**config.mk**
```make
export PLATFORM = sky130hd
export DESIGN_NAME = prfb_mul_stage
export DESIGN_NICKNAME = d
export VERILOG_FILES = /design/src/rtl/core/prfb_pkg.sv /design/src/rtl/core/prfb_mul_stage.sv
export SDC_FILE = /design/constraint.sdc
export NUM_CORES = 2
export LEC_CHECK = 0
export BUFFER_PORTS_ARGS = -buffer_cell sky130_fd_sc_hd__buf_2
export CAP_MARGIN = 5
export CORE_ASPECT_RATIO = 1.75
export CORE_MARGIN = 2
export CORE_UTILIZATION = 45
export CTS_CLUSTER_DIAMETER = 120
export DETAILED_ROUTE_END_ITERATION = 8
export HOLD_SLACK_MARGIN = 0.03
export PLACE_DENSITY = 0.64
export SYNTH_ARGS = -nofsm -noshare
export SYNTH_HDL_FRONTEND = slang
export SYNTH_SLANG_ARGS = --single-unit
```
**constraint.sdc**
```tcl
create_clock -name i_clk -period 11.32 [get_ports i_clk]
set_clock_uncertainty 0.1 [all_clocks]
set_input_delay 1.698 -clock i_clk [delete_from_list [all_inputs] [get_ports i_clk]]
set_output_delay 1.698 -clock i_clk [all_outputs]
set_load 0.03 [all_outputs]
```
**src/rtl/core/prfb_pkg.sv**
```systemverilog
// Shared types and constants for the per-channel PReLU forward/backward engine.
package prfb_pkg;

    // Channel index width and the number of channels it can address
    localparam int CHAN_W    = 6;
    localparam int CHAN_SPAN = 2 ** CHAN_W;

    // Q8.8 saturation limits
    localparam logic signed [15:0] Q_MAX16 = 16'sh7FFF;
    localparam logic signed [15:0] Q_MIN16 = 16'sh8000;

    // Q32.16 accumulator saturation limits
    localparam logic signed [47:0] ACC_MAX = 48'sh7FFF_FFFF_FFFF;
    localparam logic signed [47:0] ACC_MIN = 48'sh8000_0000_0000;

    // Operation codes
    typedef enum logic [1:0] {
        FUNC_WRITE_SLOPE = 2'd0,
        FUNC_FORWARD     = 2'd1,
        FUNC_BACKWARD    = 2'd2,
        FUNC_READ_GRAD   = 2'd3
    } t_func;

    // Input word
    typedef struct packed {
        t_func                    func;
        logic [CHAN_W-1:0]        chan;
        logic signed [15:0]       sample;
        logic signed [15:0]       grad_in;
        logic signed [15:0]       slope_value;
    } t_in_word;

    // Result word
    typedef struct packed {
        logic signed [15:0]       value_out;
        logic signed [47:0]       grad_sum;
        logic                     clipped;
    } t_out_word;

    // Word held between the multiply stage and the result stage
    typedef struct packed {
        t_func                    func;
        logic [CHAN_W-1:0]        chan;
        logic                     chan_ok;
        logic signed [15:0]       sample;
        logic signed [15:0]       grad_in;
        logic signed [31:0]       prod_v;
        logic signed [31:0]       prod_g;
        logic signed [47:0]       acc_rd;
    } t_mid_word;

    // Accumulator write port
    typedef struct packed {
        logic                     en;
        logic [CHAN_W-1:0]        chan;
        logic signed [47:0]       data;
    } t_acc_wr;

endpackage

```
**src/rtl/core/prfb_mul_stage.sv**
```systemverilog
// Input register and multiply stage: slope and gradient products into the mid register.
module prfb_mul_stage #(
    parameter int DEPTH = 64
) (
    input  logic                     i_clk,
    input  logic                     i_rst_n,
    input  logic                     i_valid,
    input  prfb_pkg::t_in_word       i_word,
    output logic                     o_in_ready,
    input  logic signed [15:0]       i_slope,
    input  logic signed [47:0]       i_acc,
    output logic                     o_mid_valid,
    output prfb_pkg::t_mid_word      o_mid,
    input  logic                     i_mid_ready
);
    import prfb_pkg::*;

    logic               r_a_v;
    t_in_word           r_a;
    logic               r_b_v;
    t_mid_word          r_b;
    t_mid_word          n_b;
    logic               en_a;
    logic               a_chan_ok;
    logic signed [15:0] slope_eff;
    logic signed [15:0] mul_op;

    assign en_a       = !r_a_v || i_mid_ready;
    assign o_in_ready = en_a;

    // Products for the word in the input register
    always_comb begin
        a_chan_ok = int'(r_a.chan) < DEPTH;
        slope_eff = a_chan_ok ? i_slope : '0;
        mul_op    = (r_a.func == FUNC_FORWARD) ? r_a.sample : r_a.grad_in;

        n_b.func    = r_a.func;
        n_b.chan    = r_a.chan;
        n_b.chan_ok = a_chan_ok;
        n_b.sample  = r_a.sample;
        n_b.grad_in = r_a.grad_in;
        n_b.prod_v  = slope_eff * mul_op;
        n_b.prod_g  = r_a.sample * r_a.grad_in;
        n_b.acc_rd  = i_acc;
    end

    // Stage valid flags
    always_ff @(posedge i_clk) begin
        if (!i_rst_n) begin
            r_a_v <= 1'b0;
            r_b_v <= 1'b0;
        end else begin
            if (en_a) begin
                r_a_v <= i_valid;
            end
            if (i_mid_ready) begin
                r_b_v <= r_a_v;
            end
        end
    end

    // Stage payloads
    always_ff @(posedge i_clk) begin
        if (en_a) begin
            r_a <= i_word;
        end
        if (i_mid_ready) begin
            r_b <= n_b;
        end
    end

    assign o_mid_valid = r_b_v;
    assign o_mid       = r_b;

endmodule

```
# Yosys cells after proc, flatten, opt, wreduce, memory -nomap -nowiden
# Index checks and enable logic that the tools add are counted.
[op_classes] mul=2 n_eq_ne=1 mux=1 reduce_logical=2
[ops] cell="$mul A16 B16 Y32" count=2
[ops] cell="$mux W16" count=1
[ops] cell="$eq A2 B1 Y1 const B" count=1
[ops] cell="$logic_not A1 Y1" count=1
[ops] cell="$logic_or A1 B1 Y1" count=1
[word_totals] ff_bits=194 in_bits=124 out_inout_bits=155

# Logic depth before layout (Yosys ltp)
[depth] ltp_word=3 ltp_mapped=26

# Worst setup path before layout
# OpenSTA, ideal clock, no wires.
[synth_path] path_type="input -> register" start="in i_slope[15]" end="reg r_b (netlist bit o_mid[108]) (data pin)" setup_time_ns=0.258 arrival_time_ns=6.999 setup_slack_ns=3.962 path_stages=21 n_path_buf=2 cell_sequence="clkbuf_1 -> nand2_1 -> inv_1 -> fa_1 -> fa_1 -> fa_1 -> fa_1 -> fa_1 -> inv_1 -> fa_1 -> inv_1 -> ha_1 -> clkbuf_1 -> a21o_1 -> a21oi_1 -> o21ai_1 -> a21oi_1 -> o21ai_0 -> a41oi_1 -> nor2b_1 -> xnor2_1"
[synth_lines] item="from (decl)" line="prfb_mul_stage.sv:10" source="input logic signed [15:0] i_slope,"
[synth_lines] item="to (signal assigned)" line="prfb_mul_stage.sv:68" source="r_b <= n_b;"
[synth_lines] item="to (decl)" line="prfb_mul_stage.sv:21" source="t_mid_word r_b;"

==> implementation parameters <==
Parameter                              Value

Setup path
  Critical Path AT    8.03 ns
  Critical Path Start    n_b[152]
  WS Path Type    reg -> reg
  Worst-case reg-to-reg path depth    21
  Beginning of the worst register-to-register path    n_b[152]
  Slack of the worst reg-to-reg path    approximately 3.4 ns
  Library cell appearing most often on the critical path    fa_1
  Critical-path top delay cell    mux2i_2
  Number of buffers and inverters on the critical path    3
  Kind of capture point of the worst setup path    register
  Largest delay share family, worst path    adder cells
  Stage delay of the slowest cell on the critical path    0.98 ns
  Reg-to-Reg End    o_mid[110]
  Kind of start point of the critical path    register
  CP max FO    17
  Cells along the critical path    nor2b_1 > buf_4 > mux2i_2 > nor2b_1 > fa_1 > inv_1 > fa_1 > fa_1 > fa_1 > inv_1 > fa_1 > fa_1 > ha_1 > a21o_1 > a21o_1 > a21oi_1 > o22ai_1 > a221o_1 > a41oi_1 > a21oi_1 > xor2_1
  Critical path data required time    11.47 ns

STA
  Count of pins over their slew limit    0
  Max-slew headroom at the worst pin    21.78%
  Number of hold violations in the final report    0
  Max Clock Freq    0.1268 GHz
  Fraction of the cycle the final worst path needs    between 60 and 70%
  Setup-failing EPs final    0
  Final min period    just under 8 ns
  RSZ-0062 raised after global routing    no
  Aggregate negative setup slack    0 ns
  Worst Tran Pin Value    1.151 ns

Clocking
  Buffers inserted during post-CTS setup optimization    0
  Clock tree from TritonCTS    built
  Number of levels in the clock H-tree    4
  Num CTS Buffers    17
  Clk root buf    clkbuf_16
  Clock sink total    194
  Clock Path Buffers    2
  Hold buffer count at CTS    0
  Post_cts resized    0
  Register clock-pin slew on the reported worst setup and hold paths    about 0.090 ns
  Clk Latency, worst-skew pair    between 0.4 and 0.5 ns

Detailed routing
  Total iterations of the first detailed-routing run    6
  Via-per-instance ratio    between 5 and 6
  Total via count in the routed design    about 18000
  Routed Wire Length    between 60000 and 70000 um
  Post-DR wirelength/cell    18.34 um
  Detailed-route DRC error count    0
  Detailed router's first-iteration violation count    approximately 750
  Remaining number of nets flagged by the antenna check after routing    0

Yosys
  Dominant register cell in the synthesized netlist    edfxtp_1
  Number of enable flip-flop cells after synthesis    192
  Gate Count Post-Synth    about 2400
  Synthesis-stage register bit count    between 150 and 200
  Sequential cell area fraction in the yosys report    a little under a quarter
  Count of synthesis-stage warnings from yosys    0
  Area of the mapped netlist    roughly 26000 um^2
  Net count of the mapped netlist    approximately 3200
  Fraction of synthesis flops using an asynchronous set or reset pin    0%
  Mean Syn Cell Area    roughly 11 um^2
  Yosys cell types    66

Flow run
  Max-cap violations    0

GRT
  Most Used Layer, Global Route    met2
  Combined global-route utilization of all metal layers    between 20% and 30%
  Antenna violations before repair    2
  Number of global-route vias before repair    ~20000
  Maximum number of pins on one net before global-route repair    92
  Met3 usage in global routing    between 3 and 4%
  Global-route wire length before repair    100900 um
  Residual overflow from global routing    0
  Grt met2 use    approximately 42%
  Global routing usage on met1    23.70%

Die
  Starting density of the core    45.30%
  Width of the die    between 150 and 200 um
  Height of the die    about 320 um
  Die ar.    slightly below 60000 um^2
  Ports placed on the boundary    between 200 and 300
  Core box area    between 50000 and 60000 um^2
  Row Count    116

Hold path
  Worst Hold Path Cells    0
  Startpoint of the worst hold path    n_b[149]
  Path type of the worst min-delay path    reg -> reg
  Worst Hold Path EP    o_mid[149]

Final layout
  Layout area overhead    10.93%
  Final std cells w/o fill    roughly 3400
  Net count of the finished layout    about 3500
  Share of final-layout standard cells stronger than drive strength 1    roughly 13%

Place
  Count of port buffers added during placement    about 260
  Final HPWL from detailed placement    slightly above 50000 um
  Routability congestion estimate    about 0.85
  Placed Cells incl. Taps    3392

Outcome
  Outcome    completed
-- layout make-up --
cell class,instances,area [um^2]
repair buffers,282,1470
clock inverters,15,226.5
multi-input cells,1556,17470
fillers,5215,28300
clock buffers,17,425.4
diodes,2,5.005
flip-flops and latches,194,5806
inverters,593,2226
well taps,767,959.7
-- synth_stat cells, drive strengths merged (15+ instances only) --
cell type / instances / share of area, %
clkbuf: 72 / 1.0
fa: 524 / 41
xnor2: 47 / 1.6
o21ai: 33 / 0.64
ha: 164 / 8.0
and2: 159 / 3.9
nor2: 55 / 0.80
edfxtp: 192 / 22
nand2: 275 / 4.0
inv: 593 / 8.6
nand2b: 20 / 0.49
a21o: 16 / 0.47
xor2: 15 / 0.51
nor2b: 74 / 1.8
a21oi: 47 / 0.91
-- stage by stage --
step	setup WS, ns	cell area [um^2]	hold WS, ns	utilization [%]
finish	3.436	28590	0.3374	50.25
CTS	3.472	28580	0.3388	50.24
detailed placement	3.216	27930	0.3164	49.10
global route	3.211	28590	0.3436	50.25
global placement	3.211	27930	0.3009	49.10
floorplan	3.962	25770	0.3003	-
-- per-layer routing --
layer / up-vias / wire length, um
met1: 9097 / 21740
met5: - / 0
met2: 582 / 35440
met3: 145 / 3198
li1: 7731 / -
met4: 0 / 2463
-- cells in the final DEF (no fill, tap or decap), types with 17 or more instances in the layout --
cell type / count
a21oi_1: 47
and2_1: 159
buf_2: 260
buf_4: 21
clkbuf_16: 17
edfxtp_1: 192
fa_1: 524
ha_1: 164
inv_1: 592
nand2_1: 275
nand2b_1: 19
nor2_1: 55
nor2b_1: 74
o21ai_0: 19
xnor2_1: 47
-- logic make-up (layout without fill, tap and decap cells) --
group / count (synthesis) / after routing / share of synthesized area (%)
buf+inv: 668 / 907 / 9.748
fa+ha+maj: 688 / 688 / 48.66
compound gates: 167 / 167 / 4.345
mux: 17 / 17 / 0.7137
xor+xnor: 62 / 62 / 2.107
other cells: 1 / 3 / 0.01455
flops: 194 / 194 / 22.53
simple gates: 621 / 621 / 11.88
-- registers in the layout, indices dropped and copies added, names as in the netlist --
| signal | count |
|---|---|
| n_b | 40 |
| o_mid | 152 |
| r_a_v | 1 |
| o_mid_valid | 1 |
-- worst max path at each step --
stage	to	cells past startpoint
2_1_floorplan	o_mid[108]	21
3_3_place_gp	o_mid[111]	18
3_5_place_dp	o_mid[111]	18
4_1_cts	o_mid[110]	21
5_1_grt	o_mid[110]	21
6_report	o_mid[110]	21
Power is not shown: default switching activity piles up to over one toggle a cycle in this logic, so the estimate is an artifact.
