--- src/rtl/core/prfb_pkg.sv ---
// Shared types and constants for the per-channel PReLU forward/backward engine.
package prfb_pkg;

    // Channel index width and the number of channels it can address
    localparam int CHAN_W    = 6;
    localparam int CHAN_SPAN = 2 ** CHAN_W;

    // Q8.8 saturation limits
    localparam logic signed [15:0] Q_MAX16 = 16'sh7FFF;
    localparam logic signed [15:0] Q_MIN16 = 16'sh8000;

    // Q32.16 accumulator saturation limits
    localparam logic signed [47:0] ACC_MAX = 48'sh7FFF_FFFF_FFFF;
    localparam logic signed [47:0] ACC_MIN = 48'sh8000_0000_0000;

    // Operation codes
    typedef enum logic [1:0] {
        FUNC_WRITE_SLOPE = 2'd0,
        FUNC_FORWARD     = 2'd1,
        FUNC_BACKWARD    = 2'd2,
        FUNC_READ_GRAD   = 2'd3
    } t_func;

    // Input word
    typedef struct packed {
        t_func                    func;
        logic [CHAN_W-1:0]        chan;
        logic signed [15:0]       sample;
        logic signed [15:0]       grad_in;
        logic signed [15:0]       slope_value;
    } t_in_word;

    // Result word
    typedef struct packed {
        logic signed [15:0]       value_out;
        logic signed [47:0]       grad_sum;
        logic                     clipped;
    } t_out_word;

    // Word held between the multiply stage and the result stage
    typedef struct packed {
        t_func                    func;
        logic [CHAN_W-1:0]        chan;
        logic                     chan_ok;
        logic signed [15:0]       sample;
        logic signed [15:0]       grad_in;
        logic signed [31:0]       prod_v;
        logic signed [31:0]       prod_g;
        logic signed [47:0]       acc_rd;
    } t_mid_word;

    // Accumulator write port
    typedef struct packed {
        logic                     en;
        logic [CHAN_W-1:0]        chan;
        logic signed [47:0]       data;
    } t_acc_wr;

endpackage

--- src/rtl/core/prfb_result_stage.sv ---
// Result stage: Q8.8 clamp, accumulator update with forwarding, output register.
module prfb_result_stage (
    input  logic                     i_clk,
    input  logic                     i_rst_n,
    input  logic                     i_mid_valid,
    input  prfb_pkg::t_mid_word      i_mid,
    output logic                     o_mid_ready,
    output prfb_pkg::t_acc_wr        o_acc_wr,
    output logic                     o_valid,
    input  logic                     i_stall,
    output prfb_pkg::t_out_word      o_word
);
    import prfb_pkg::*;

    logic               r_out_v;
    t_out_word          r_out;
    t_out_word          n_out;
    t_acc_wr            r_h0;
    t_acc_wr            r_h1;
    t_acc_wr            acc_wr;
    logic               en_out;
    logic               advance;
    logic               x_neg;
    logic signed [23:0] v_sh;
    logic signed [15:0] v_clamp;
    logic               v_sat;
    logic signed [47:0] acc_cur;
    logic signed [48:0] acc_sum;
    logic signed [47:0] acc_sat_val;
    logic               acc_sat;

    assign en_out      = !r_out_v || !i_stall;
    assign o_mid_ready = !i_mid_valid || en_out;
    assign advance     = i_mid_valid && en_out;
    assign x_neg       = i_mid.sample[15];

    // Truncate the slope product to Q8.8 and saturate
    always_comb begin
        v_sh = 24'(i_mid.prod_v >>> 8);
        priority if (v_sh > 24'(Q_MAX16)) begin
            v_clamp = Q_MAX16;
            v_sat   = 1'b1;
        end else if (v_sh < 24'(Q_MIN16)) begin
            v_clamp = Q_MIN16;
            v_sat   = 1'b1;
        end else begin
            v_clamp = v_sh[15:0];
            v_sat   = 1'b0;
        end
    end

    // Current accumulator: the two most recent writes override the stored read
    always_comb begin
        priority if (r_h0.en && r_h0.chan == i_mid.chan) begin
            acc_cur = r_h0.data;
        end else if (r_h1.en && r_h1.chan == i_mid.chan) begin
            acc_cur = r_h1.data;
        end else begin
            acc_cur = i_mid.acc_rd;
        end
    end

    // Accumulate x*dy with 48-bit saturation
    always_comb begin
        acc_sum = 49'(acc_cur) + 49'(i_mid.prod_g);
        priority if (!acc_sum[48] && acc_sum[47]) begin
            acc_sat_val = ACC_MAX;
            acc_sat     = 1'b1;
        end else if (acc_sum[48] && !acc_sum[47]) begin
            acc_sat_val = ACC_MIN;
            acc_sat     = 1'b1;
        end else begin
            acc_sat_val = acc_sum[47:0];
            acc_sat     = 1'b0;
        end
    end

    // Result word and accumulator write per operation
    always_comb begin
        n_out       = '0;
        acc_wr.en   = 1'b0;
        acc_wr.chan = i_mid.chan;
        acc_wr.data = '0;
        unique case (i_mid.func)
            FUNC_WRITE_SLOPE: begin
                n_out = '0;
            end
            FUNC_FORWARD: begin
                n_out.value_out = x_neg ? v_clamp : i_mid.sample;
                n_out.clipped   = x_neg && v_sat;
            end
            FUNC_BACKWARD: begin
                n_out.value_out = x_neg ? v_clamp : i_mid.grad_in;
                n_out.clipped   = x_neg && (v_sat || (i_mid.chan_ok && acc_sat));
                acc_wr.en       = advance && x_neg && i_mid.chan_ok;
                acc_wr.data     = acc_sat_val;
            end
            FUNC_READ_GRAD: begin
                n_out.grad_sum = i_mid.chan_ok ? acc_cur : '0;
                acc_wr.en      = advance && i_mid.chan_ok;
                acc_wr.data    = '0;
            end
            default: begin
                n_out = '0;
            end
        endcase
    end

    assign o_acc_wr = acc_wr;

    // Output valid and write history
    always_ff @(posedge i_clk) begin
        if (!i_rst_n) begin
            r_out_v <= 1'b0;
            r_h0    <= '0;
            r_h1    <= '0;
        end else begin
            if (en_out) begin
                r_out_v <= i_mid_valid;
            end
            if (acc_wr.en) begin
                r_h0 <= acc_wr;
                r_h1 <= r_h0;
            end
        end
    end

    // Output payload
    always_ff @(posedge i_clk) begin
        if (en_out) begin
            r_out <= n_out;
        end
    end

    assign o_valid = r_out_v;
    assign o_word  = r_out;

`ifndef ASSERT_OFF
    a_reset_clears_out: assert property (@(posedge i_clk)
        !i_rst_n |=> !r_out_v)
        else $error("output valid not cleared by reset");

    a_wr_only_on_advance: assert property (@(posedge i_clk) disable iff (!i_rst_n)
        acc_wr.en |-> (i_mid_valid && en_out && i_mid.chan_ok))
        else $error("accumulator written without the mid word advancing");

    a_history_tracks_write: assert property (@(posedge i_clk) disable iff (!i_rst_n)
        acc_wr.en |=> (r_h0.en && r_h0.chan == $past(acc_wr.chan)
                       && r_h0.data == $past(acc_wr.data)))
        else $error("write history missed an accumulator write");

    a_readout_word_clean: assert property (@(posedge i_clk) disable iff (!i_rst_n)
        (r_out_v && r_out.grad_sum != '0) |-> (r_out.value_out == '0 && !r_out.clipped))
        else $error("readout word carries a value or clip flag");
`endif

endmodule

--- config.mk ---
export PLATFORM = sky130hd
export DESIGN_NAME = prfb_result_stage
export DESIGN_NICKNAME = d
export VERILOG_FILES = /design/src/rtl/core/prfb_pkg.sv /design/src/rtl/core/prfb_result_stage.sv
export SDC_FILE = /design/constraint.sdc
export NUM_CORES = 1
export LEC_CHECK = 0
export ABC_CLOCK_PERIOD_IN_PS = 23900
export BUFFER_PORTS_ARGS = -buffer_cell sky130_fd_sc_hd__buf_2
export CORE_MARGIN = 2
export CORE_UTILIZATION = 55
export CTS_CLUSTER_SIZE = 12
export DETAILED_ROUTE_END_ITERATION = 8
export PLACE_DENSITY = 0.8
export SKIP_LAST_GASP = 1
export SYNTH_ARGS = -nofsm -noshare
export SYNTH_HDL_FRONTEND = slang
export SYNTH_SLANG_ARGS = --single-unit
--- constraint.sdc ---
create_clock -name i_clk -period 23.9 [get_ports i_clk]
set_input_delay 4.78 -clock i_clk [delete_from_list [all_inputs] [get_ports i_clk]]
set_output_delay 4.78 -clock i_clk [all_outputs]
set_load 0.005 [all_outputs]
; ---- Word level (Yosys, flattened, before mapping)
; Index checks and enable logic that the tools add are counted.
[classes]
addsub = 1
magnitude_cmp = 2
n_eq_ne = 5
n_mux = 16
reduce_logical = 20
[ops]
columns = operator, n
row1 = $mux 48, 5
row2 = $mux 16, 4
row3 = $add 48x32->49, 1
row4 = $pmux 16 s2, 1
row5 = $gt 24x16->1 const B, 1
row6 = $lt 24x16->1 const B, 1
row7 = $eq 6x6->1, 2
row8 = $logic_and 1x1->1, 11
row9 = $logic_not 1->1, 5
row10 = $eq 2x2->1 const B, 2
row11 = $mux 1, 4
row12 = $pmux 1 s2, 2
row13 = $logic_or 1x1->1, 3
row14 = $eq 2x1->1 const B, 1
row15 = $reduce_and 2->1, 1
[totals]
register_bits = 176
inputBits = 157
out_inout_bits = 122
wordCells = 54

; ---- Logic depth before layout (Yosys ltp)
; Gate-level depths: netlist of the first run.
[logic_depth]
depth_word = 13
ltp_mapped = 29

; ---- Worst setup path after synthesis of the first run
; Ideal clock, no wire load.
[synth_path]
path_type = input-to-output
startpoint = input i_mid[146] in the netlist's numbering
endpoint = output o_acc_wr[46] in the netlist's numbering
arrival_ns = 9.780
t_required_ns = 19.120
path_slack_ns = 9.340
cell_stages = 23
path_buffers = 5
path_cell_list = xor2_1 > or4_1 > clkbuf_1 > clkbuf_1 > buf_1 > o21ai_0 > inv_1 > ha_1 > a211oi_2 > o21bai_1 > o21a_1 > a31o_2 > o21ai_2 > o21ai_2 > a311o_2 > nand2_1 > a21oi_2 > xor2_1 > ha_1 > clkbuf_1 > nand2_2 > dlygate4sd3_1 > o21ai_1
[synth_rtl]
columns = item, line_no
row1 = "start, declared", prfb_result_stage.sv:6  ; input prfb_pkg::t_mid_word i_mid,
row2 = "end, declared", prfb_result_stage.sv:8  ; output prfb_pkg::t_acc_wr o_acc_wr,

==> results.cfg, run 1 <==
[layout]
finalInstanceArea_mm2 = 0.0131
final_common_cell = sky130_fd_sc_hd__buf_2
nNetsFinal = 1771
final_cell_mix = sky130_fd_sc_hd__buf_2 (270), sky130_fd_sc_hd__nand2_1 (248), sky130_fd_sc_hd__a21oi_1 (147)
final.fill_count = 1693
area_growth_pct = 17.0
final_layout_size_suffix_gt1_share_pct = 21.9
layoutNonFillerInstCount = 1844

[placed_design]
port-buffer-count = 270
placed_cells_incl_taps = 1810
finalWeightedCongestion = 0.929
detailed_place_hpwl_um = 23100
detailed_place.area_mm2 = 0.0126

[critical_path]
cp-endpoint = o_acc_wr[33]
startpoint_type = input pin
timing.critical_path.fanout_max = 53
timing_worst_setup_path_type = in -> out
worstPathArrival_ns = 11.90
rr_endpoint = r_h0[33]
data_required_critical_path_ns = 19.12
setup.worst_path.end_class = output pin
startpoint = i_mid[147]
setup.reg_to_reg.worst_slack_ns = 16.43
worstReg2RegStart = r_h0[50]
reg2regPathDepth = 24

[floorplanning]
design.core.area_mm2 = 0.0202
initial_core_util_pct = 55.7
die_area_mm2 = 0.0216
die_h_um = 147
die_width_um = 147
floorplan.rows = 52
pin_count = 279

[global_route]
groute.layer.met3.usage_pct = 5.68
initial_antenna_violation_count = 2
grt_pass1_wl_um = 52300
gr_util_all_layers_pct = 30.2
grt.met2_usage_pct = 50.5
grt_start_max_net_pins = 89
grt_pass1_vias = 10313
gr_met1_demand_resource_pct = 38.5
globalRoute.totalOverflow = 0
top_usage_layer = met2

[yosys]
main_combinational_cell_family_by_area_after_synthesis = compound AO/OA/AOI/OAI gates
synthesized_cell_area_mm2 = 0.0112
synth-warning-count = 0
ys_async_sr_fraction_pct = 0
synth_fa_ha_area_share_pct = 6.19
synth-compound-area-share_pct = 22.8
synth_fp_nets = 1569
yosys-mux-area-fraction_pct = 4.77
post_synth_xor_area_fraction_pct = 4.13
synthSimpleGateAreaFrac_pct = 20.3
synthesis.instances = 1357
ys_seq_area_share_pct = 37.2
mean_syn_cell_area_um2 = 8.28
ys_dominant_reg_cell = sky130_fd_sc_hd__dfxtp_1
synth_edf_count = 65
ys_types = 75
number_of_storage_elements_in_the_synthesis_netlist = 176

[timing]
final_min_period_over_clock_period_pct = 69.8
maximum_operating_frequency_mhz = 59.9
hold_violation_count_in_the_final_report = 0
setup-tns-final_ns = 0
drv_slew = 0
max-slew-margin-rel_pct = 26.7
finalSetupViolCount = 0
unrepaired_setup_endpoints_after_global_routing = no
fin_crit_ns = 16.68
skew_ns = 0.0127
max_slew.worst_pin.slew_ns = 1.09

[job]
cap_viol_max_count = 0

[cts]
post_cts_resize_count = 0
cts_tree = done
insertion_delay_ns = 0.44
cts_sinks = 176
hold_buffers = 0
cts_inserted_buffers = 17
clockRootBuffer = sky130_fd_sc_hd__clkbuf_16
clk_pin_slew_worst_paths_ns = 0.07
post_cts_setup_buffers = 0
depth_of_the_cts_h_tree = 4
clockBufferDepth = 2

[power_and_ir_drop]
power_leakage_nw = 5.64
vdd_ir_drop_max_v = 0.0000489
finalPower_mw = 0.787
power_density_mw_per_mm2 = 59.9

[min_path]
holdCritPathClass = reg -> reg

[route]
detailroute.via_count = 10710
drt_iter0_markers = 749
detailedRoute.firstPassIterationCount = 5
remaining_drcs = 0
residual_antenna_violating_net_count_after_detailed_routing = 0
wl_um = 33100
route.detailed.wl_per_inst_um = 17.9
route.detailed.vias_per_inst = 5.81

[run_status]
run_status = finished, final reports clean
[cell families after synthesis]
family,count (synthesis)
fa+ha+maj,55
mux,53
xor+xnor,53
buf+inv,116
simple gates,501
compound gates,403
flops,176
[flip-flops by register name, summed over array words and instances (netlist names)]
| register | count |
|---|---|
| o_word | 65 |
| o_valid | 1 |
| r_h0 | 55 |
| r_h1 | 55 |
[report_power, final]
group,internal (mW),switching [mW],leakage [nW]
combinational,0.0745,0.110,3.72
clock,0.138,0.137,0.279
sequential,0.322,0.00429,1.64
total,0.535,0.251,5.64
[stage by stage]
stage,hold WS (ns),util (%),worst slack (ns)
6_report,0.455,65.1,7.22
3_3_place_gp,0.441,62.3,7.47
4_1_cts,0.457,65.1,7.34
2_1_floorplan,0.436,-,9.34
5_1_grt,0.487,65.1,6.96
3_5_place_dp,0.449,62.3,7.39
[routing by layer]
metal / wire [µm] / up-vias
met1: 14200 / 5019
met5: 11 / -
met4: 1010 / 2
li1: - / 5170
met2: 15600 / 447
met3: 2270 / 72
[area by class of cell]
class / instances / area, µm² / area share, %
Antenna cell: 2 / 5.00 / 0.0381
Clock inverter: 15 / 143 / 1.09
Timing Repair Buffer: 281 / 1430 / 10.9
Inverter: 18 / 68.8 / 0.524
Tap cell: 270 / 338 / 2.57
Sequential cell: 176 / 4170 / 31.8
Multi-Input combinational cell: 1065 / 6550 / 49.9
Clock buffer: 17 / 425 / 3.24
[worst max-delay path, cell delays in order]
cell                       delay, ns
sky130_fd_sc_hd__buf_2          0.13
sky130_fd_sc_hd__xnor2_1        0.15
sky130_fd_sc_hd__nand4_1        0.12
sky130_fd_sc_hd__or4_2          1.04
sky130_fd_sc_hd__buf_4          0.47
sky130_fd_sc_hd__o21ai_0        0.46
sky130_fd_sc_hd__inv_1          0.11
sky130_fd_sc_hd__ha_1           0.33
sky130_fd_sc_hd__a211oi_2       0.24
sky130_fd_sc_hd__o21bai_1       0.13
sky130_fd_sc_hd__o21a_1         0.28
sky130_fd_sc_hd__a31o_2         0.31
sky130_fd_sc_hd__o21ai_2        0.25
sky130_fd_sc_hd__o21ai_2        0.12
sky130_fd_sc_hd__a311o_2        0.40
sky130_fd_sc_hd__nand2_1        0.09
sky130_fd_sc_hd__a21oi_2        0.07
sky130_fd_sc_hd__xnor2_1        0.15
sky130_fd_sc_hd__ha_1           0.53
sky130_fd_sc_hd__inv_1          0.41
sky130_fd_sc_hd__nand2_1        0.59
sky130_fd_sc_hd__nor2_1         0.10
sky130_fd_sc_hd__mux2i_1        0.16
sky130_fd_sc_hd__o311ai_1       0.18
sky130_fd_sc_hd__buf_2          0.21
[worst min-delay path by stage]
stage            start       to  slack, ns  depth (start not counted)
2_1_floorplan  r_h1[0]  r_h1[0]       0.44                          2
3_3_place_gp   r_h1[6]  r_h1[6]       0.44                          2
3_5_place_dp   r_h1[4]  r_h1[4]       0.45                          2
4_1_cts        r_h1[4]  r_h1[4]       0.46                          2
5_1_grt        r_h1[5]  r_h1[5]       0.49                          2
6_report       r_h1[4]  r_h1[4]       0.45                          2
[cells in the mapped netlist, types with 4 or more instances]
| cell | instances | area share [%] |
|---|---|---|
| sky130_fd_sc_hd__buf_2 | 9 | 0.40 |
| sky130_fd_sc_hd__a31oi_1 | 14 | 0.78 |
| sky130_fd_sc_hd__edfxtp_1 | 65 | 17 |
| sky130_fd_sc_hd__buf_4 | 7 | 0.47 |
| sky130_fd_sc_hd__clkbuf_1 | 68 | 2.3 |
| sky130_fd_sc_hd__a21boi_0 | 56 | 3.7 |
| sky130_fd_sc_hd__inv_1 | 17 | 0.57 |
| sky130_fd_sc_hd__and2_1 | 4 | 0.22 |
| sky130_fd_sc_hd__nand2_1 | 249 | 8.3 |
| sky130_fd_sc_hd__nor3b_1 | 6 | 0.40 |
| sky130_fd_sc_hd__a21oi_1 | 147 | 6.6 |
| sky130_fd_sc_hd__a211oi_1 | 5 | 0.33 |
| sky130_fd_sc_hd__nand3_1 | 17 | 0.76 |
| sky130_fd_sc_hd__o21ai_0 | 65 | 2.9 |
| sky130_fd_sc_hd__a21o_1 | 14 | 0.94 |
| sky130_fd_sc_hd__xnor2_1 | 31 | 2.4 |
| sky130_fd_sc_hd__a22oi_1 | 15 | 1.0 |
| sky130_fd_sc_hd__nand4_1 | 13 | 0.72 |
| sky130_fd_sc_hd__nor4_1 | 5 | 0.28 |
| sky130_fd_sc_hd__o21ai_2 | 4 | 0.31 |
| sky130_fd_sc_hd__o21ai_1 | 6 | 0.27 |
| sky130_fd_sc_hd__o211ai_1 | 6 | 0.40 |
| sky130_fd_sc_hd__xor2_1 | 22 | 1.7 |
| sky130_fd_sc_hd__o21a_1 | 19 | 1.3 |
| sky130_fd_sc_hd__a221oi_1 | 15 | 1.2 |
| sky130_fd_sc_hd__mux2i_1 | 52 | 4.6 |
| sky130_fd_sc_hd__and3_1 | 4 | 0.22 |
| sky130_fd_sc_hd__nor2b_1 | 63 | 3.5 |
| sky130_fd_sc_hd__nor2_1 | 108 | 3.6 |
| sky130_fd_sc_hd__dfxtp_1 | 111 | 20 |
| sky130_fd_sc_hd__o21bai_1 | 9 | 0.60 |
| sky130_fd_sc_hd__nor3_1 | 9 | 0.40 |
| sky130_fd_sc_hd__ha_1 | 54 | 6.0 |
| sky130_fd_sc_hd__nand2b_1 | 7 | 0.39 |
| sky130_fd_sc_hd__buf_1 | 8 | 0.27 |
Power figures use the tool's default switching activity.
==> run 2: changes to the inputs <==
Settings changed: ABC_CLOCK_PERIOD_IN_PS 23900 to 17150.
Clock period 23.9 ns to 17.15 ns, I/O delays scaled along.
==> results.cfg, run 2 (synthesis results as in run 1) <==
[floorplanning]
initial_core_util_pct = 55.7
die_area_mm2 = 0.0216
floorplan.rows = 52
die_h_um = 147
die_width_um = 147
design.core.area_mm2 = 0.0202
pin_count = 279

[job]
cap_viol_max_count = 0

[cts]
hold_buffers = 0
cts_tree = done
depth_of_the_cts_h_tree = 4
clockBufferDepth = 2
insertion_delay_ns = 0.44
post_cts_resize_count = 0
cts_inserted_buffers = 17
clk_pin_slew_worst_paths_ns = 0.08
cts_sinks = 176
post_cts_setup_buffers = 0
clockRootBuffer = sky130_fd_sc_hd__clkbuf_16

[placed_design]
finalWeightedCongestion = 0.922
port-buffer-count = 270
detailed_place_hpwl_um = 23000
placed_cells_incl_taps = 1810

[critical_path]
reg2regPathDepth = 24
setup.worst_path.end_class = output pin
top_delay_family_on_crit_path = compound AO/OA/AOI/OAI gates
startpoint = i_mid[150]
data_required_critical_path_ns = 13.72
timing.critical_path.buf_inv = 5
worstPathArrival_ns = 10.53
rr_endpoint = r_h0[33]
cp_cell_sequence = buf_2, xor2_1, or4_2, buf_4, o21ai_0, inv_1, ha_1, a211oi_2, o21bai_1, o21a_1, a31o_2, o21ai_2, o21ai_2, a311o_2, nand2_1, a21oi_2, xnor2_1, ha_1, inv_1, nand2_1, o311ai_1, buf_2
cp_slowest_cell = sky130_fd_sc_hd__or4_2
setup.reg_to_reg.worst_slack_ns = 9.71
timing.critical_path.fanout_max = 53
cp.depth = 22
timing_worst_setup_path_type = in -> out
worstReg2RegStart = r_h0[48]
critical_path.max_stage_delay_ns = 1.15
startpoint_type = input pin
cp-endpoint = o_acc_wr[33]

[route]
drt_iter0_markers = 874
remaining_drcs = 0
detailedRoute.firstPassIterationCount = 5
detailroute.via_count = 10660
wl_um = 33400
route.detailed.wl_per_inst_um = 18.1
route.detailed.vias_per_inst = 5.79
residual_antenna_violating_net_count_after_detailed_routing = 0

[power_and_ir_drop]
finalPower_mw = 1.12
vdd_ir_drop_max_v = 0.0000689
power_leakage_nw = 5.66
power_density_mw_per_mm2 = 85.3

[layout]
final_common_cell = sky130_fd_sc_hd__buf_2
n_antenna_cell = 0
final_cell_mix = sky130_fd_sc_hd__buf_2 (270), sky130_fd_sc_hd__nand2_1 (248), sky130_fd_sc_hd__a21oi_1 (147)
register_area_mm2 = 0.00417
final.fill_count = 1694
multiInputGateArea_mm2 = 0.00655
final_layout_size_suffix_gt1_share_pct = 21.9
layoutNonFillerInstCount = 1842
largest_reg_flops = 65
nNetsFinal = 1771
area_growth_pct = 17.3

[timing]
hold_slack_ns = 0.459
finalSetupViolCount = 0
maximum_operating_frequency_mhz = 71.7
skew_ns = 0.0129
setup-tns-final_ns = 0
max_slew.worst_pin.slew_ns = 1.07
fin_crit_ns = 13.96
final_min_period_over_clock_period_pct = 81.4
drv_slew = 0
max-slew-margin-rel_pct = 28.5
unrepaired_setup_endpoints_after_global_routing = no
hold_violation_count_in_the_final_report = 0

[global_route]
grt_start_max_net_pins = 89
globalRoute.totalOverflow = 0
grt_pass1_vias = 10142
grt_pass1_wl_um = 52400
initial_antenna_violation_count = 1
gr_util_all_layers_pct = 30.1

[run_status]
run_status = finished, final reports clean

[min_path]
holdCritPathClass = reg -> reg
## run 2: cell types whose count changed in the layout (fill, tap and decap cells not counted), sizes merged
| cell | delta |
|---|---|
| inv | +2 |
| bufinv | +1 |
| clkinv | -2 |
| diode | -2 |
| clkinvlp | -1 |
## run 2: layout make-up
class | instances | share of cell area, %
inverter | 18 | 0.522
clock buffer | 17 | 3.23
multi-input combinational | 1065 | 49.7
timing repair buffer | 281 | 10.9
sequential | 176 | 31.7
clock inverter | 15 | 1.42
tap | 270 | 2.56
## run 2: power by group
group	switching, mW	internal [mW]
logic	0.155	0.104
registers	0.00626	0.449
clock network	0.199	0.212
## run 2: worst min path at each step
stage | startpoint | end | slack (ns) | depth (start not counted)
after floorplan | r_h1[0] | r_h1[0] | 0.44 | 2
after global placement | r_h1[5] | r_h1[5] | 0.44 | 2
after detailed placement | r_h1[9] | r_h1[9] | 0.45 | 2
after CTS | r_h1[9] | r_h1[9] | 0.46 | 2
after global routing | r_h1[8] | r_h1[8] | 0.48 | 2
final | r_h1[9] | r_h1[9] | 0.46 | 2
## run 2: worst min-delay path, delay by kind of cell, from the launching register on
family | cells | cell delay [ns]
compound gates | 1 | 0.05
flops | 1 | 0.31
simple gates | 1 | 0.05
## run 2: per-stage QoR
stage / instance area, µm² / worst slack (ns) / util (%)
after floorplan: 11200 / 5.29 / -
after global placement: 12600 / 3.44 / 62.3
after detailed placement: 12600 / 3.35 / 62.3
after CTS: 13200 / 3.32 / 65.3
after global routing: 13200 / 2.89 / 65.3
final: 13200 / 3.19 / 65.3
## run 2: layer usage
| metal | wire [µm] | global-route usage (%) | vias to the layer above |
|---|---|---|---|
| met5 | 0 | 0 | - |
| met4 | 1080 | 12.8 | 0 |
| met3 | 2370 | 4.57 | 73 |
| met2 | 15800 | 50.8 | 504 |
| met1 | 14200 | 38.8 | 4910 |
| li1 | - | - | 5173 |
==> run 3: changes to the inputs <==
Settings changed: ABC_AREA set to 1, ABC_CLOCK_PERIOD_IN_PS 17150 to 14400, PLACE_DENSITY 0.8 to 0.79.
Clock period 17.15 ns to 14.4 ns, I/O delays scaled along.
==> results.cfg, run 3 <==
[power_and_ir_drop]
power_density_mw_per_mm2 = 96.4
vdd_ir_drop_max_v = 0.0000701
power_leakage_nw = 7.49

[critical_path]
top_delay_family_on_crit_path = buffers and inverters
startpoint_type = input pin
cp_slowest_cell = sky130_fd_sc_hd__inv_1
reg2regPathDepth = 28
timing.critical_path.buf_inv = 9
cp.depth = 29
setup.reg_to_reg.worst_slack_ns = 8.21
setup.worst_path.end_class = output pin
cp-endpoint = o_acc_wr[25]
critPathMostFrequentCell = sky130_fd_sc_hd__nand2_1
data_required_critical_path_ns = 11.52
critical_path.max_stage_delay_ns = 0.74
timing.critical_path.fanout_max = 50
worstReg2RegStart = r_h0[48]
worstPathArrival_ns = 8.78
startpoint = i_mid[149]
rr_endpoint = r_h0[25]
timing_worst_setup_path_type = in -> out

[floorplanning]
initial_core_util_pct = 56.4
pin_count = 279
die_width_um = 154
die_area_mm2 = 0.0238
floorplan.rows = 54
design.core.area_mm2 = 0.0220
die_h_um = 154

[route]
detailroute.via_count = 13531
residual_antenna_violating_net_count_after_detailed_routing = 0
route.detailed.vias_per_inst = 5.51
route.detailed.wl_per_inst_um = 17.4
wl_um = 42800
drt_iter0_markers = 1237
remaining_drcs = 0
detailedRoute.firstPassIterationCount = 6

[cts]
cts_tree = done
insertion_delay_ns = 0.44
post_cts_setup_buffers = 0
depth_of_the_cts_h_tree = 4
hold_buffers = 0
post_cts_resize_count = 0
clk_pin_slew_worst_paths_ns = 0.06
clockRootBuffer = sky130_fd_sc_hd__clkbuf_16
cts_sinks = 176
clockBufferDepth = 2
cts_inserted_buffers = 17

[timing]
skew_ns = 0.0176
setup-tns-final_ns = 0
drv_slew = 0
final_min_period_over_clock_period_pct = 81.0
max_slew.worst_pin.slew_ns = 1.22
fin_crit_ns = 11.66
max-slew-margin-rel_pct = 18.0
finalSetupViolCount = 0
maximum_operating_frequency_mhz = 85.7
unrepaired_setup_endpoints_after_global_routing = no
hold_violation_count_in_the_final_report = 0

[layout]
nNetsFinal = 2373
layoutNonFillerInstCount = 2454
area_growth_pct = 16.1
final.fill_count = 2097
final_layout_size_suffix_gt1_share_pct = 16.1
largest_reg_flops = 65
final_common_cell = sky130_fd_sc_hd__nand2_1
n_antenna_cell = 0
final_cell_mix = sky130_fd_sc_hd__nand2_1 (623), sky130_fd_sc_hd__inv_1 (306), sky130_fd_sc_hd__buf_2 (270)

[placed_design]
detailed_place_hpwl_um = 32000
port-buffer-count = 270
placed_cells_incl_taps = 2422
finalWeightedCongestion = 1.00

[job]
cap_viol_max_count = 0

[yosys]
ys_seq_area_share_pct = 33.6
ys_types = 41
ys_dominant_reg_cell = sky130_fd_sc_hd__dfxtp_1
synthesis.instances = 1949
number_of_storage_elements_in_the_synthesis_netlist = 176
synthDominantCellAreaShare_pct = 18.9
synth_top_cells_by_count = sky130_fd_sc_hd__nand2_1 (624), sky130_fd_sc_hd__inv_1 (306), sky130_fd_sc_hd__a21oi_1 (225)
synth-warning-count = 0
ys_async_sr_fraction_pct = 0
synth_edf_count = 65
post-synth-top-area-cell = sky130_fd_sc_hd__nand2_1
synth_fp_nets = 2161
mean_syn_cell_area_um2 = 6.37
synthTopCellsByArea = sky130_fd_sc_hd__nand2_1 (19%), sky130_fd_sc_hd__dfxtp_1 (18%), sky130_fd_sc_hd__edfxtp_1 (16%)
post-synth-top-count-cell = sky130_fd_sc_hd__nand2_1
synthesized_cell_area_mm2 = 0.0124

[global_route]
grt_pass1_wl_um = 65300
initial_antenna_violation_count = 0
globalRoute.totalOverflow = 0
grt_start_max_net_pins = 105
gr_util_all_layers_pct = 34.9
grt_pass1_vias = 12268

[min_path]
min_path_cells = 2
holdCritPathClass = reg -> reg

[run_status]
run_status = finished, final reports clean
[run 3: cell types whose count changed in the layout (fill, tap and decap cells not counted), sizes merged, moves of 41 or more]
cell    before  now
a21boi      56    0
nand2      250  626
nor2b       64    0
o21ai       75  165
inv         27  326
o211ai       7   48
mux2i       52    0
nand3       17   70
a21oi      150  225
[run 3: metrics by stage]
step / area, µm² / setup slack [ns] / util [%] / total power [mW] / hold WS (ns)
after floorplan: 12400 / 5.22 / - / 0.794 / 0.430
after global placement: 13800 / 2.96 / 62.8 / 0.920 / 0.439
after detailed placement: 13800 / 2.91 / 62.8 / 0.926 / 0.445
after CTS: 14400 / 2.87 / 65.5 / 1.39 / 0.455
after global routing: 14400 / 2.30 / 65.5 / 1.45 / 0.474
final: 14400 / 2.74 / 65.5 / 1.39 / 0.455
[run 3: worst min path at each step]
stage | from | end | slack [ns]
after floorplan | r_h1[0] | r_h1[0] | 0.43
after global placement | r_h1[8] | r_h1[8] | 0.44
after detailed placement | r_h1[6] | r_h1[6] | 0.44
after CTS | r_h1[27] | r_h1[27] | 0.46
after global routing | r_h1[12] | r_h1[12] | 0.47
final | r_h1[12] | r_h1[12] | 0.45
[run 3: layout make-up]
type                       instances  area, µm²  area share (%)
clock inverter                    14        146            1.02
timing repair buffer             280       1430            9.89
inverter                         321       1200            8.36
tap                              280        350            2.43
clock buffer                      18        439            3.05
sequential                       176       4170            28.9
multi-input combinational       1365       6680            46.3
[run 3: kinds of logic after synthesis]
family,synth area share [%]
AO/OA/AOI/OAI,20.7
XOR/XNOR,0.212
adder cells (fa/ha/maj),5.60
buffers and inverters,12.8
flip-flops,33.6
AND/OR/NAND/NOR,27.0
[run 3: metal layers]
| layer | global-route usage [%] | vias to the layer above | share of wire [%] |
|---|---|---|---|
| met5 | 0 | - | 0 |
| met4 | 15.1 | 0 | 4.5 |
| met3 | 4.90 | 93 | 7.5 |
| met2 | 60.6 | 674 | 48 |
| met1 | 43.5 | 6053 | 40 |
| li1 | - | 6711 | - |
[run 3: tightest hold or removal path, delay by kind of cell, from the launching register on]
| kind | cells | cell delay [ns] |
|---|---|---|
| DFF | 1 | 0.30 |
| buffers and inverters | 1 | 0.06 |
| AOI/OAI and AO/OA | 1 | 0.05 |
[run 3: power by group]
group / switching, mW / total, mW / leakage, nW / internal (mW)
registers: 0.0105 / 0.553 / 1.65 / 0.542
clock network: 0.230 / 0.467 / 0.278 / 0.236
logic: 0.245 / 0.371 / 5.56 / 0.125
